**src/design/cfp_pkg.sv**
```systemverilog
package cfp_pkg;

  localparam int MAX_DATA_DEF = 32;
  localparam logic [7:0] START_RESET = 8'hAA;

  localparam logic [1:0] ST_OK      = 2'd0;
  localparam logic [1:0] ST_BAD_SUM = 2'd1;
  localparam logic [1:0] ST_TOO_LONG = 2'd2;

  typedef struct packed {
    logic [1:0] status;
    logic [7:0] cmd_type;
    logic [7:0] frame_length;
    logic       bank;
  } frame_cmd_t;

  typedef struct packed {
    logic       en;
    logic       bank;
    logic [7:0] pos;
    logic [7:0] data;
  } buf_wr_t;

  typedef struct packed {
    logic valid;
    logic bank;
  } buf_rel_t;

endpackage

```
**src/design/cfp_front.sv**
```systemverilog
module cfp_front #(
  parameter int MAX_DATA = cfp_pkg::MAX_DATA_DEF
) (
  input  logic                clk,
  input  logic                rst_n,
  input  logic                cfg_wr_en,
  input  logic [7:0]          cfg_wr_data,
  input  logic                in_valid,
  output logic                in_stall,
  input  logic [7:0]          in_rx_byte,
  output cfp_pkg::buf_wr_t    buf_wr,
  input  cfp_pkg::buf_rel_t   buf_rel,
  output logic                push,
  output cfp_pkg::frame_cmd_t push_cmd,
  input  logic                push_ready
);

  typedef enum logic [2:0] {
    PH_HUNT,
    PH_TYPE,
    PH_LEN,
    PH_DATA,
    PH_CHECK
  } phase_t;

  localparam logic [7:0] MAX_LEN = 8'(MAX_DATA);

  phase_t     phase_r;
  logic [7:0] marker_r;
  logic [7:0] type_r;
  logic [7:0] len_r;
  logic [7:0] pos_r;
  logic [7:0] sum_r;
  logic       bank_r;
  logic [1:0] busy_r;

  logic       accept;
  logic [7:0] pos_nxt;
  logic [7:0] sum_nxt;
  logic       good_data;

  assign in_stall = ((phase_r == PH_DATA) && busy_r[bank_r]) ||
                    ((phase_r == PH_CHECK) && !push_ready);
  assign accept   = in_valid && !in_stall;
  assign pos_nxt  = pos_r + 8'd1;
  assign sum_nxt  = sum_r + in_rx_byte;

  assign buf_wr.en   = accept && (phase_r == PH_DATA) && (pos_r < MAX_LEN);
  assign buf_wr.bank = bank_r;
  assign buf_wr.pos  = pos_r;
  assign buf_wr.data = in_rx_byte;

  always_comb begin
    push_cmd.cmd_type     = type_r;
    push_cmd.frame_length = len_r;
    push_cmd.bank         = bank_r;
    if (len_r > MAX_LEN) begin
      push_cmd.status = cfp_pkg::ST_TOO_LONG;
    end else if (in_rx_byte != sum_r) begin
      push_cmd.status = cfp_pkg::ST_BAD_SUM;
    end else begin
      push_cmd.status = cfp_pkg::ST_OK;
    end
  end

  assign push      = accept && (phase_r == PH_CHECK);
  assign good_data = (push_cmd.status == cfp_pkg::ST_OK) && (len_r != 8'd0);

  always_ff @(posedge clk) begin
    if (!rst_n) begin
      phase_r  <= PH_HUNT;
      marker_r <= cfp_pkg::START_RESET;
      type_r   <= 8'd0;
      len_r    <= 8'd0;
      pos_r    <= 8'd0;
      sum_r    <= 8'd0;
      bank_r   <= 1'b0;
      busy_r   <= 2'b00;
    end else begin
      if (cfg_wr_en) begin
        marker_r <= cfg_wr_data;
      end
      if (buf_rel.valid) begin
        busy_r[buf_rel.bank] <= 1'b0;
      end
      if (accept) begin
        unique case (phase_r)
          PH_HUNT: begin
            if (in_rx_byte == marker_r) begin
              sum_r   <= 8'd0;
              phase_r <= PH_TYPE;
            end
          end
          PH_TYPE: begin
            type_r  <= in_rx_byte;
            sum_r   <= sum_nxt;
            phase_r <= PH_LEN;
          end
          PH_LEN: begin
            len_r   <= in_rx_byte;
            sum_r   <= sum_nxt;
            pos_r   <= 8'd0;
            phase_r <= (in_rx_byte == 8'd0) ? PH_CHECK : PH_DATA;
          end
          PH_DATA: begin
            sum_r <= sum_nxt;
            pos_r <= pos_nxt;
            if (pos_nxt >= len_r) begin
              phase_r <= PH_CHECK;
            end
          end
          PH_CHECK: begin
            if (good_data) begin
              busy_r[bank_r] <= 1'b1;
              bank_r         <= ~bank_r;
            end
            phase_r <= PH_HUNT;
          end
          default: begin
            phase_r <= PH_HUNT;
          end
        endcase
      end
    end
  end

  // a frame is only stored into a bank the back end no longer reads
  a_wr_free_bank: assert property (@(posedge clk) disable iff (!rst_n)
    buf_wr.en |-> !busy_r[bank_r])
    else $error("payload write into busy bank");

  a_push_free_bank: assert property (@(posedge clk) disable iff (!rst_n)
    (push && good_data) |=> busy_r[$past(bank_r)])
    else $error("bank not marked busy after good frame");

endmodule

```
**src/design/cfp_queue.sv**
```systemverilog
module cfp_queue (
  input  logic                clk,
  input  logic                rst_n,
  input  logic                push,
  input  cfp_pkg::frame_cmd_t push_cmd,
  output logic                push_ready,
  output logic                head_valid,
  output cfp_pkg::frame_cmd_t head_cmd,
  input  logic                pop
);

  cfp_pkg::frame_cmd_t slot_r [2];
  logic       wr_ptr_r;
  logic       rd_ptr_r;
  logic [1:0] count_r;

  assign push_ready = (count_r != 2'd2);
  assign head_valid = (count_r != 2'd0);
  assign head_cmd   = slot_r[rd_ptr_r];

  always_ff @(posedge clk) begin
    if (push && push_ready) begin
      slot_r[wr_ptr_r] <= push_cmd;
    end
  end

  always_ff @(posedge clk) begin
    if (!rst_n) begin
      wr_ptr_r <= 1'b0;
      rd_ptr_r <= 1'b0;
      count_r  <= 2'd0;
    end else begin
      if (push && push_ready) begin
        wr_ptr_r <= ~wr_ptr_r;
      end
      if (pop && head_valid) begin
        rd_ptr_r <= ~rd_ptr_r;
      end
      case ({push && push_ready, pop && head_valid})
        2'b10:   count_r <= count_r + 2'd1;
        2'b01:   count_r <= count_r - 2'd1;
        default: count_r <= count_r;
      endcase
    end
  end

  a_no_overflow: assert property (@(posedge clk) disable iff (!rst_n)
    count_r != 2'd3)
    else $error("request queue count out of range");

  a_pop_nonempty: assert property (@(posedge clk) disable iff (!rst_n)
    pop |-> head_valid)
    else $error("pop from empty request queue");

endmodule

```
**src/design/cfp_back.sv**
```systemverilog
module cfp_back #(
  parameter int MAX_DATA = cfp_pkg::MAX_DATA_DEF
) (
  input  logic                clk,
  input  logic                rst_n,
  input  cfp_pkg::buf_wr_t    buf_wr,
  output cfp_pkg::buf_rel_t   buf_rel,
  input  logic                head_valid,
  input  cfp_pkg::frame_cmd_t head_cmd,
  output logic                pop,
  output logic                out_valid,
  input  logic                out_stall,
  output logic [1:0]          out_status,
  output logic [7:0]          out_cmd_type,
  output logic [7:0]          out_frame_length,
  output logic [4:0]          out_data_index,
  output logic [7:0]          out_data_byte,
  output logic                out_last
);

  localparam int AW        = (MAX_DATA > 1) ? $clog2(MAX_DATA) : 1;
  localparam int MEM_DEPTH = 2 ** (AW + 1);

  logic [7:0] mem_r [MEM_DEPTH];

  logic [7:0] idx_r;

  // read stage
  logic       s1_valid_r;
  logic [1:0] s1_status_r;
  logic [7:0] s1_type_r;
  logic [7:0] s1_len_r;
  logic [4:0] s1_idx_r;
  logic       s1_use_mem_r;
  logic       s1_last_r;
  logic [7:0] rd_data_r;

  // output register
  logic       out_valid_r;
  logic [1:0] out_status_r;
  logic [7:0] out_type_r;
  logic [7:0] out_len_r;
  logic [4:0] out_idx_r;
  logic [7:0] out_data_r;
  logic       out_last_r;

  logic       good;
  logic       last_issue;
  logic       s1_adv;
  logic       issue;
  logic [7:0] idx_nxt;

  assign good       = (head_cmd.status == cfp_pkg::ST_OK) && (head_cmd.frame_length != 8'd0);
  assign idx_nxt    = idx_r + 8'd1;
  assign last_issue = !good || (idx_nxt == head_cmd.frame_length);
  assign s1_adv     = s1_valid_r && (!out_valid_r || !out_stall);
  assign issue      = head_valid && (!s1_valid_r || s1_adv);
  assign pop        = issue && last_issue;

  assign buf_rel.valid = issue && last_issue && good;
  assign buf_rel.bank  = head_cmd.bank;

  always_ff @(posedge clk) begin
    if (buf_wr.en) begin
      mem_r[{buf_wr.bank, buf_wr.pos[AW-1:0]}] <= buf_wr.data;
    end
    if (issue) begin
      rd_data_r <= mem_r[{head_cmd.bank, idx_r[AW-1:0]}];
    end
  end

  always_ff @(posedge clk) begin
    if (issue) begin
      s1_status_r  <= head_cmd.status;
      s1_type_r    <= head_cmd.cmd_type;
      s1_len_r     <= head_cmd.frame_length;
      s1_idx_r     <= good ? idx_r[4:0] : 5'd0;
      s1_use_mem_r <= good;
      s1_last_r    <= last_issue;
    end
    if (s1_adv) begin
      out_status_r <= s1_status_r;
      out_type_r   <= s1_type_r;
      out_len_r    <= s1_len_r;
      out_idx_r    <= s1_idx_r;
      out_data_r   <= s1_use_mem_r ? rd_data_r : 8'd0;
      out_last_r   <= s1_last_r;
    end
  end

  always_ff @(posedge clk) begin
    if (!rst_n) begin
      idx_r       <= 8'd0;
      s1_valid_r  <= 1'b0;
      out_valid_r <= 1'b0;
    end else begin
      if (issue) begin
        idx_r <= last_issue ? 8'd0 : idx_nxt;
      end
      if (issue) begin
        s1_valid_r <= 1'b1;
      end else if (s1_adv) begin
        s1_valid_r <= 1'b0;
      end
      if (s1_adv) begin
        out_valid_r <= 1'b1;
      end else if (!out_stall) begin
        out_valid_r <= 1'b0;
      end
    end
  end

  assign out_valid        = out_valid_r;
  assign out_status       = out_status_r;
  assign out_cmd_type     = out_type_r;
  assign out_frame_length = out_len_r;
  assign out_data_index   = out_idx_r;
  assign out_data_byte    = out_data_r;
  assign out_last         = out_last_r;

  // error requests always come out as a single last result
  a_err_single: assert property (@(posedge clk) disable iff (!rst_n)
    (out_valid_r && (out_status_r != cfp_pkg::ST_OK)) |->
      (out_last_r && (out_idx_r == 5'd0) && (out_data_r == 8'd0)))
    else $error("error result not single");

  a_idx_reset_on_pop: assert property (@(posedge clk) disable iff (!rst_n)
    pop |=> (idx_r == 8'd0))
    else $error("result index not cleared after request");

endmodule

```
**src/design/command_frame_parser_unit.sv**
```systemverilog
// channel   | direction | handshake            | payload
// ----------+-----------+----------------------+---------------------------------------
// in        | input     | in_valid / in_stall  | in_rx_byte
// out       | output    | out_valid / out_stall| out_status, out_cmd_type, out_frame_length,
//           |           |                      | out_data_index, out_data_byte, out_last
// cfg       | input     | cfg_wr_en            | cfg_wr_data (start marker)
//
// one input byte per cycle unless in_stall is high; results leave at one per
// cycle while out_stall is low, via a payload read and an output register
// two payload banks and a two-entry request queue let a new frame be parsed
// while the previous one is still being sent
// in_stall rises on a data byte while its bank is still being read, and on a
// checksum byte while the request queue is full
// rst_n is synchronous; start marker resets to 0xaa
module command_frame_parser_unit #(
  parameter int MAX_DATA = cfp_pkg::MAX_DATA_DEF
) (
  input  logic       clk,
  input  logic       rst_n,
  input  logic       cfg_wr_en,
  input  logic [7:0] cfg_wr_data,
  input  logic       in_valid,
  output logic       in_stall,
  input  logic [7:0] in_rx_byte,
  output logic       out_valid,
  input  logic       out_stall,
  output logic [1:0] out_status,
  output logic [7:0] out_cmd_type,
  output logic [7:0] out_frame_length,
  output logic [4:0] out_data_index,
  output logic [7:0] out_data_byte,
  output logic       out_last
);

  cfp_pkg::buf_wr_t    buf_wr;
  cfp_pkg::buf_rel_t   buf_rel;
  cfp_pkg::frame_cmd_t push_cmd;
  cfp_pkg::frame_cmd_t head_cmd;
  logic                push;
  logic                push_ready;
  logic                head_valid;
  logic                pop;

  cfp_front #(
    .MAX_DATA(MAX_DATA)
  ) u_front (
    .clk        (clk),
    .rst_n      (rst_n),
    .cfg_wr_en  (cfg_wr_en),
    .cfg_wr_data(cfg_wr_data),
    .in_valid   (in_valid),
    .in_stall   (in_stall),
    .in_rx_byte (in_rx_byte),
    .buf_wr     (buf_wr),
    .buf_rel    (buf_rel),
    .push       (push),
    .push_cmd   (push_cmd),
    .push_ready (push_ready)
  );

  cfp_queue u_queue (
    .clk       (clk),
    .rst_n     (rst_n),
    .push      (push),
    .push_cmd  (push_cmd),
    .push_ready(push_ready),
    .head_valid(head_valid),
    .head_cmd  (head_cmd),
    .pop       (pop)
  );

  cfp_back #(
    .MAX_DATA(MAX_DATA)
  ) u_back (
    .clk             (clk),
    .rst_n           (rst_n),
    .buf_wr          (buf_wr),
    .buf_rel         (buf_rel),
    .head_valid      (head_valid),
    .head_cmd        (head_cmd),
    .pop             (pop),
    .out_valid       (out_valid),
    .out_stall       (out_stall),
    .out_status      (out_status),
    .out_cmd_type    (out_cmd_type),
    .out_frame_length(out_frame_length),
    .out_data_index  (out_data_index),
    .out_data_byte   (out_data_byte),
    .out_last        (out_last)
  );

endmodule
```
**config.mk**
```make
export PLATFORM = sky130hd
export DESIGN_NAME = command_frame_parser_unit
export DESIGN_NICKNAME = d
export VERILOG_FILES = /design/src/design/cfp_pkg.sv /design/src/design/cfp_front.sv /design/src/design/cfp_queue.sv /design/src/design/cfp_back.sv /design/src/design/command_frame_parser_unit.sv
export SDC_FILE = /design/constraint.sdc
export NUM_CORES = 1
export LEC_CHECK = 0
export BUFFER_PORTS_ARGS = -buffer_cell sky130_fd_sc_hd__buf_2
export CORE_ASPECT_RATIO = 0.6
export CORE_MARGIN = 2
export CORE_UTILIZATION = 35
export CTS_BUF_LIST = sky130_fd_sc_hd__clkbuf_8
export CTS_CLUSTER_DIAMETER = 60
export CTS_CLUSTER_SIZE = 16
export DETAILED_ROUTE_END_ITERATION = 16
export GPL_TIMING_DRIVEN = 0
export PLACE_DENSITY = 0.54
export SLEW_MARGIN = 20
export SYNTH_ARGS = -nofsm -noshare
export SYNTH_HDL_FRONTEND = slang
export SYNTH_SLANG_ARGS = --single-unit
```
**constraint.sdc**
```tcl
create_clock -name clk -period 9.4 [get_ports clk]
set_input_delay 0.94 -clock clk [delete_from_list [all_inputs] [get_ports clk]]
set_output_delay 0.94 -clock clk [all_outputs]
set_load 0.02 [all_outputs]
```
== Word level (Yosys, flattened, before mapping) ==
Memories as Yosys holds them, arrays and structs flattened. A register that Yosys moved wholly into a read port is not among the register bits.
Index checks and enable logic that the tools add are counted.
Operators by class
  bitwise operators: 6
  reduce and logical (&&, ||, !) cells: 44
  equal/unequal tests: 13
  $lt $le $gt $ge: 7
  muxes and demuxes: 32
  add/sub/neg operators: 5
Operator list (number)
  8-bit case mux with 2 select lines: 2
  8-bit by 1-bit adder with 8-bit output, second input constant: 2
  8-bit == test: 2
  1-bit logical AND: 16
  8-bit 2-to-1 mux: 2
  8-bit nonzero test: 2
  1-bit 2-to-1 mux: 15
  2-bit 2-to-1 mux: 6
  3-bit case mux with 4 select lines: 1
  2-bit nonzero test: 5
  3-bit 2-to-1 mux: 3
  3-bit AND reduction: 3
  8-bit adder: 1
  8-bit >= comparator: 1
  8-bit by 6-bit greater-than comparator with 1-bit output, second input constant: 1
  8-bit logical NOT: 1
  8-bit by 6-bit < comparator with 1-bit output, second input constant: 1
  8-bit inequality test: 1
  3-bit by 2-bit == test with 1-bit output, second input constant: 2
  1-bit logical NOT: 6
  2-bit AND reduction: 3
  2-bit logical NOT: 2
  1-bit logical OR: 4
  1-bit by 2-bit < comparator with 1-bit output, second input constant: 2
  17 further kinds: 23
Storage, ports and cells
  input bits: 21
  word-level logic and storage cells: 135
  RAM bits: 550
  memories: 2
  bits in registers: 117
Memory list
  u_back.mem_r: depth 64, width 8, read ports 1, clocked after Yosys merged registers in 1, write ports 1, RTL line cfp_back.sv:24  | logic [7:0] mem_r [MEM_DEPTH];
  u_queue.slot_r: depth 2, width 19, read ports 1, clocked after Yosys merged registers in 1, write ports 1, RTL line cfp_queue.sv:12  | cfp_pkg::frame_cmd_t slot_r [2];

== Logic depth before layout (Yosys ltp) ==
  depth in word-level cells: 13
  mapped depth: 11

== Modules after synthesis ==
From an unflattened synthesis, not the netlist that was laid out.
Second synthesis, totals
  cell total of the unflattened synthesis: 1474
  area total of the unflattened synthesis: 27010.9 um^2
Modules (own cells, without submodules)
  cfp_back: instances 1, area an instance 22703.0 um^2, cells each 1065
  cfp_front: instances 1, area an instance 2705.1 um^2, cells each 326
  cfp_queue: instances 1, area an instance 1602.8 um^2, cells each 83

== Least setup slack after synthesis ==
Ideal clock, no wire load.
  path type: input to register
  start: input port out_stall
  end: register u_queue.count_r[1]
  cell stages on the path: 6
  setup time: 0.076 ns
  data arrival time: 3.881 ns
  buffers on the path: 0
  slack: 5.443 ns
  path through: nand3_1 -> nor2b_1 -> a21boi_1 -> ha_1 -> or3_1 -> a21boi_0
On the way
  longest elaborated chain between the ends: 9
  elaborated cells on any way between the ends: 11
  classes of those cells: 2 x eq/ne; 1 x mux; 8 x reduce/logical
RTL lines
  start, declared: RTL line command_frame_parser_unit.sv:26  | input logic out_stall,
  1-bit logical NOT (*): RTL line cfp_back.sv:56  | assign s1_adv = s1_valid_r && (!out_valid_r || !out_stall);
  1-bit logical OR (*): RTL line cfp_back.sv:56
  1-bit logical AND (*): RTL line cfp_back.sv:56
  1-bit logical OR (*): RTL line cfp_back.sv:57  | assign issue = head_valid && (!s1_valid_r || s1_adv);
  1-bit logical AND (*): RTL line cfp_back.sv:57
  net u_back.issue: RTL line cfp_back.sv:50  | logic issue;
  1-bit logical AND (*): RTL line cfp_back.sv:58  | assign pop = issue && last_issue;
  1-bit logical AND (*): RTL line cfp_queue.sv:39  | case ({push && push_ready, pop && head_valid})
  2-bit by 1-bit == test with 1-bit output or 2-bit == test (tied branches): RTL line cfp_queue.sv:39
  2-bit case mux with 2 select lines or 2-bit nonzero test (tied branches)
  end signal, assigned: RTL line cfp_queue.sv:40  | 2'b10: count_r <= count_r + 2'd1;
  end signal, assigned: RTL line cfp_queue.sv:41  | 2'b01: count_r <= count_r - 2'd1;
  end signal, assigned: RTL line cfp_queue.sv:42  | default: count_r <= count_r;
  end, declared: RTL line cfp_queue.sv:15  | logic [1:0] count_r;
The timed path passes the listed nets; every way through them passes the cells marked *.
A chain may end at the register's enable or synchronous reset.

== Worst setup path after layout ==
  start: register u_front.bank_r
  end: memory u_back.mem_r[63][3] (enable)
On the way
  longest elaborated chain between the ends: 10
RTL lines
  start, declared: RTL line cfp_front.sv:34  | logic bank_r;
  start signal, assigned: RTL line cfp_front.sv:115  | bank_r <= ~bank_r;
  1-bit 2-to-1 mux (implied by the code) (2 in a row): RTL line cfp_front.sv:42  | assign in_stall = ((phase_r == PH_DATA) && busy_r[bank_r]) ||
  1-bit logical AND: RTL line cfp_front.sv:42
  1-bit logical OR: RTL line cfp_front.sv:42
  1-bit logical NOT: RTL line cfp_front.sv:44  | assign accept = in_valid && !in_stall;
  1-bit logical AND: RTL line cfp_front.sv:44
  1-bit logical AND (2 in a row): RTL line cfp_front.sv:48  | assign buf_wr.en = accept && (phase_r == PH_DATA) && (pos_r < MAX_LEN);
  1-bit 2-to-1 mux: RTL line cfp_back.sv:64  | if (buf_wr.en) begin
  1-bit 2-to-1 mux (implied by the code): RTL line cfp_back.sv:65  | mem_r[{buf_wr.bank, buf_wr.pos[AW-1:0]}] <= buf_wr.data;
  end, declared: RTL line cfp_back.sv:24
Parallel ways exist; a longest one is shown, timed or not. The select of a mux whose other input is x is not followed.

==> impl_metrics.ini <==
[cells_and_area]
fin_cells = 2494
multi_input_area_um2 = 6663
num-fill-cells = 6888
final_layout_size_suffix_gt1_share_pct = 21.97
fin_util_pct = 38.70
design_area_um2 = 29230
final_cell_mix = 615 x edfxtp_1, 168 x mux4_2, 90 x nor2_1, 61 x dfxtp_1, 58 x buf_2
seq_area_um2 = 19690
area_growth_syn_to_layout_pct = 9.551
nets = 1513
layout_commonest_cell = edfxtp_1

[power]
p_leak_nw = 8.997
power_mw = 5.177
vdd_drop_max_mv = 0.09175
clock_power_share_pct = 27.8
p_int_mw = 3.999
powerDensity_nw_per_um2 = 177.1
p_sw_mw = 1.178
p_comb_share_pct = 6.2
p_sw_share_pct = 22.76
p_seq_share_pct = 65.9

[sta]
hold-worst-slack_ps = 430.5
fin_crit_sh_pct = 41.34
worst_pin_slew_ps = 1080
skew_ps = 39.26
period_needed_ps = 3886
rsz0062_at_grt = false
finalSetupTns_ps = 0
slew_headroom_pct = 25.95
slew_viol_final = 0
setup_ws_ps = 5514
max_freq_mhz = 257.3
setup_viol = 0
finalHoldViolCount = 0

[routing]
routed_wirelength_um = 65390
firstDrtPassIters = 7
drc = 0
wire_per_inst_um = 26.22
drt_iter0_markers = 1810
vias_per_cell = 5.315
route.vias.total = 13260
postRouteAntennaNets = 0

[critical_path]
crit_path_start = u_front.bank_r$_SDFFE_PN0P_
cp-start-kind = flop
crit_path_frequent_cell = nor2_1
reg2reg_to = u_back.mem_r[63][3]$_DFFE_PP_
path_cells = mux2i_1, o21ai_1, nand2b_1, nor2_1, nand3_1, nor2_1
worstPathArrival_ps = 4150
endpoint_kind = flop
crit_path_top_delay_cell = nor2_1
critPathMaxStageDelay_ps = 1030
worstPathRequired_ps = 9670
r2r_cells = 6
r2r_start = u_front.bank_r$_SDFFE_PN0P_
path_class = flop to flop
ff2ff_setup_slack_ps = 5510
cp_max_fo = 8

[status]
status = complete, no violations

[clocking]
cts-buffers-inserted = 48
cts.sinks = 676
post_cts_buffers = 0
clkLatencyLatePin_ps = 670
cts-resized-gates = 0
clk_pin_slew_ps = 100
htree_levels = 2
cts_hold_buf = 0
tritoncts = built
cts-root-buf = clkbuf_8
cts_max_path_buffers = 3

[synth]
synthFlopType = edfxtp_1
post_synth_mux_area_share_pct = 15.91
synth_compound_area_share_pct = 1.857
synthesis.area_um2 = 26690
ys_seq_area_share_pct = 73.78
synth_edf_count = 615
syn_avg_cell_area_um2 = 19.58
yosys.area_share.simple_pct = 4.970
syn_nets = 1403
async_reset_ff_share_pct = 0
ys_ff_latch = 676
ys_types = 59
yosys.area_share.adder_pct = 0.9190
synthXorXnorAreaFrac_pct = 1.205
yosysWarningCount = 0
synth_top_family_by_area = multiplexers
netlist_instances = 1363

[die]
dieArea_um2 = 78540
pin_count = 55
die_w_um = 360.5
rows = 78
start_util_pct = 35.33
coreArea_um2 = 75540
die_h_um = 217.9

[hold_path]
hold_path_class = flop to flop
hold-path-cell-count = 0
hold_end = u_back.out_cmd_type[6]$_DFFE_PP_
hold_start = u_back.s1_type_r[6]$_DFFE_PP_

[place]
place_ws_ps = 5507
gp_congestion = 0.7823
dp.cells = 2423
io_buffers = 52
placed_area_um2 = 28440
dp_hpwl_um = 44450

[global_route]
overflow = 0
first_global_vias = 12890
grt_pass1_wl_um = 93790
track_usage_pct = 16.67
antenna_found_initial = 10
grt_start_max_net_pins = 70

[job]
cap_viol_max_count = 0
-- worst max-delay path by stage --
stage	slack, ps	end	cells past startpoint
2_1_floorplan	5440	u_queue.count_r[1]$_SDFFE_PN0P_	6
3_3_place_gp	3670	u_back.out_frame_length[1]$_DFFE_PP_	2
3_5_place_dp	5510	u_back.mem_r[63][2]$_DFFE_PP_	6
4_1_cts	5500	u_back.mem_r[63][3]$_DFFE_PP_	6
5_1_grt	5250	u_back.mem_r[63][3]$_DFFE_PP_	6
6_report	5510	u_back.mem_r[63][3]$_DFFE_PP_	6
-- routing by layer --
| metal | wire length (um) | global-route usage (%) |
|---|---|---|
| met1 | 32290 | 27.55 |
| met2 | 25570 | 21.42 |
| met3 | 6645 | 4.737 |
| met4 | 879 | 2.762 |
| met5 | 0 | 0 |
-- power groups by stage --
stage                     sequential, mW  clock, mW  combinational (mW)
after global routing                3.42       1.59               0.349
after floorplan                     3.50          0               0.132
final                               3.41       1.44               0.323
after global placement              3.50          0               0.283
after detailed placement            3.48          0               0.325
after CTS                           3.41       1.48               0.326
-- critical path: cells and delay by family, from the launching register on --
family           cells  cell delay [ps]
AO/OA/AOI/OAI        1              300
flip-flops           1              410
AND/OR/NAND/NOR      4             2290
multiplexers         1              470
-- cell type report --
| class | count | area share, % |
|---|---|---|
| Sequential cell | 676 | 67.35 |
| Multi-Input combinational cell | 605 | 22.79 |
| Tap cell | 1000 | 4.280 |
| Clock buffer | 49 | 2.307 |
| Timing Repair Buffer | 60 | 1.618 |
| Buffer | 66 | 1.040 |
| Clock inverter | 21 | 0.4023 |
| Inverter | 16 | 0.2054 |
| Antenna cell | 1 | 0.008560 |
-- registers in the layout, summed over array words and instances, names as in the netlist, 2 cells and up, named ones only --
signal / flops
u_back.mem_r: 512
u_queue.slot_r: 38
u_back.idx_r: 8
u_back.out_cmd_type: 8
u_back.out_data_byte: 8
u_back.out_frame_length: 8
u_back.rd_data_r: 8
u_back.s1_len_r: 8
u_back.s1_type_r: 8
u_front.len_r: 8
u_front.marker_r: 8
u_front.pos_r: 8
u_front.sum_r: 8
u_front.type_r: 8
u_back.out_data_index: 5
u_back.s1_idx_r: 5
u_front.phase_r: 3
u_back.out_status: 2
u_back.s1_status_r: 2
u_front.busy_r: 2
u_queue.count_r: 2
-- synthesized netlist by cell type, types with 10 or more instances --
| cell type | instances | area share [%] |
|---|---|---|
| nor2_1 | 92 | 1.3 |
| dfxtp_1 | 61 | 4.6 |
| clkbuf_1 | 36 | 0.51 |
| a21oi_1 | 11 | 0.21 |
| xor2_1 | 15 | 0.49 |
| buf_1 | 10 | 0.14 |
| a21boi_1 | 10 | 0.28 |
| nor2b_1 | 39 | 0.91 |
| inv_1 | 14 | 0.20 |
| nand2_1 | 49 | 0.69 |
| mux2_2 | 15 | 0.63 |
| nor4_1 | 11 | 0.26 |
| ha_1 | 18 | 0.84 |
| o21ai_1 | 10 | 0.19 |
| and2_1 | 18 | 0.42 |
| mux2i_1 | 27 | 1.0 |
| xnor2_1 | 14 | 0.46 |
| mux4_2 | 168 | 14 |
| nand3_1 | 21 | 0.39 |
| buf_2 | 14 | 0.26 |
| edfxtp_1 | 615 | 69 |
-- kinds of logic after synthesis --
family / Yosys count
compound gates: 73
xor+xnor: 32
fa+ha+maj: 19
buf+inv: 82
flops: 676
mux: 212
simple gates: 269
Note: power is estimated with default switching activity, not from simulation.
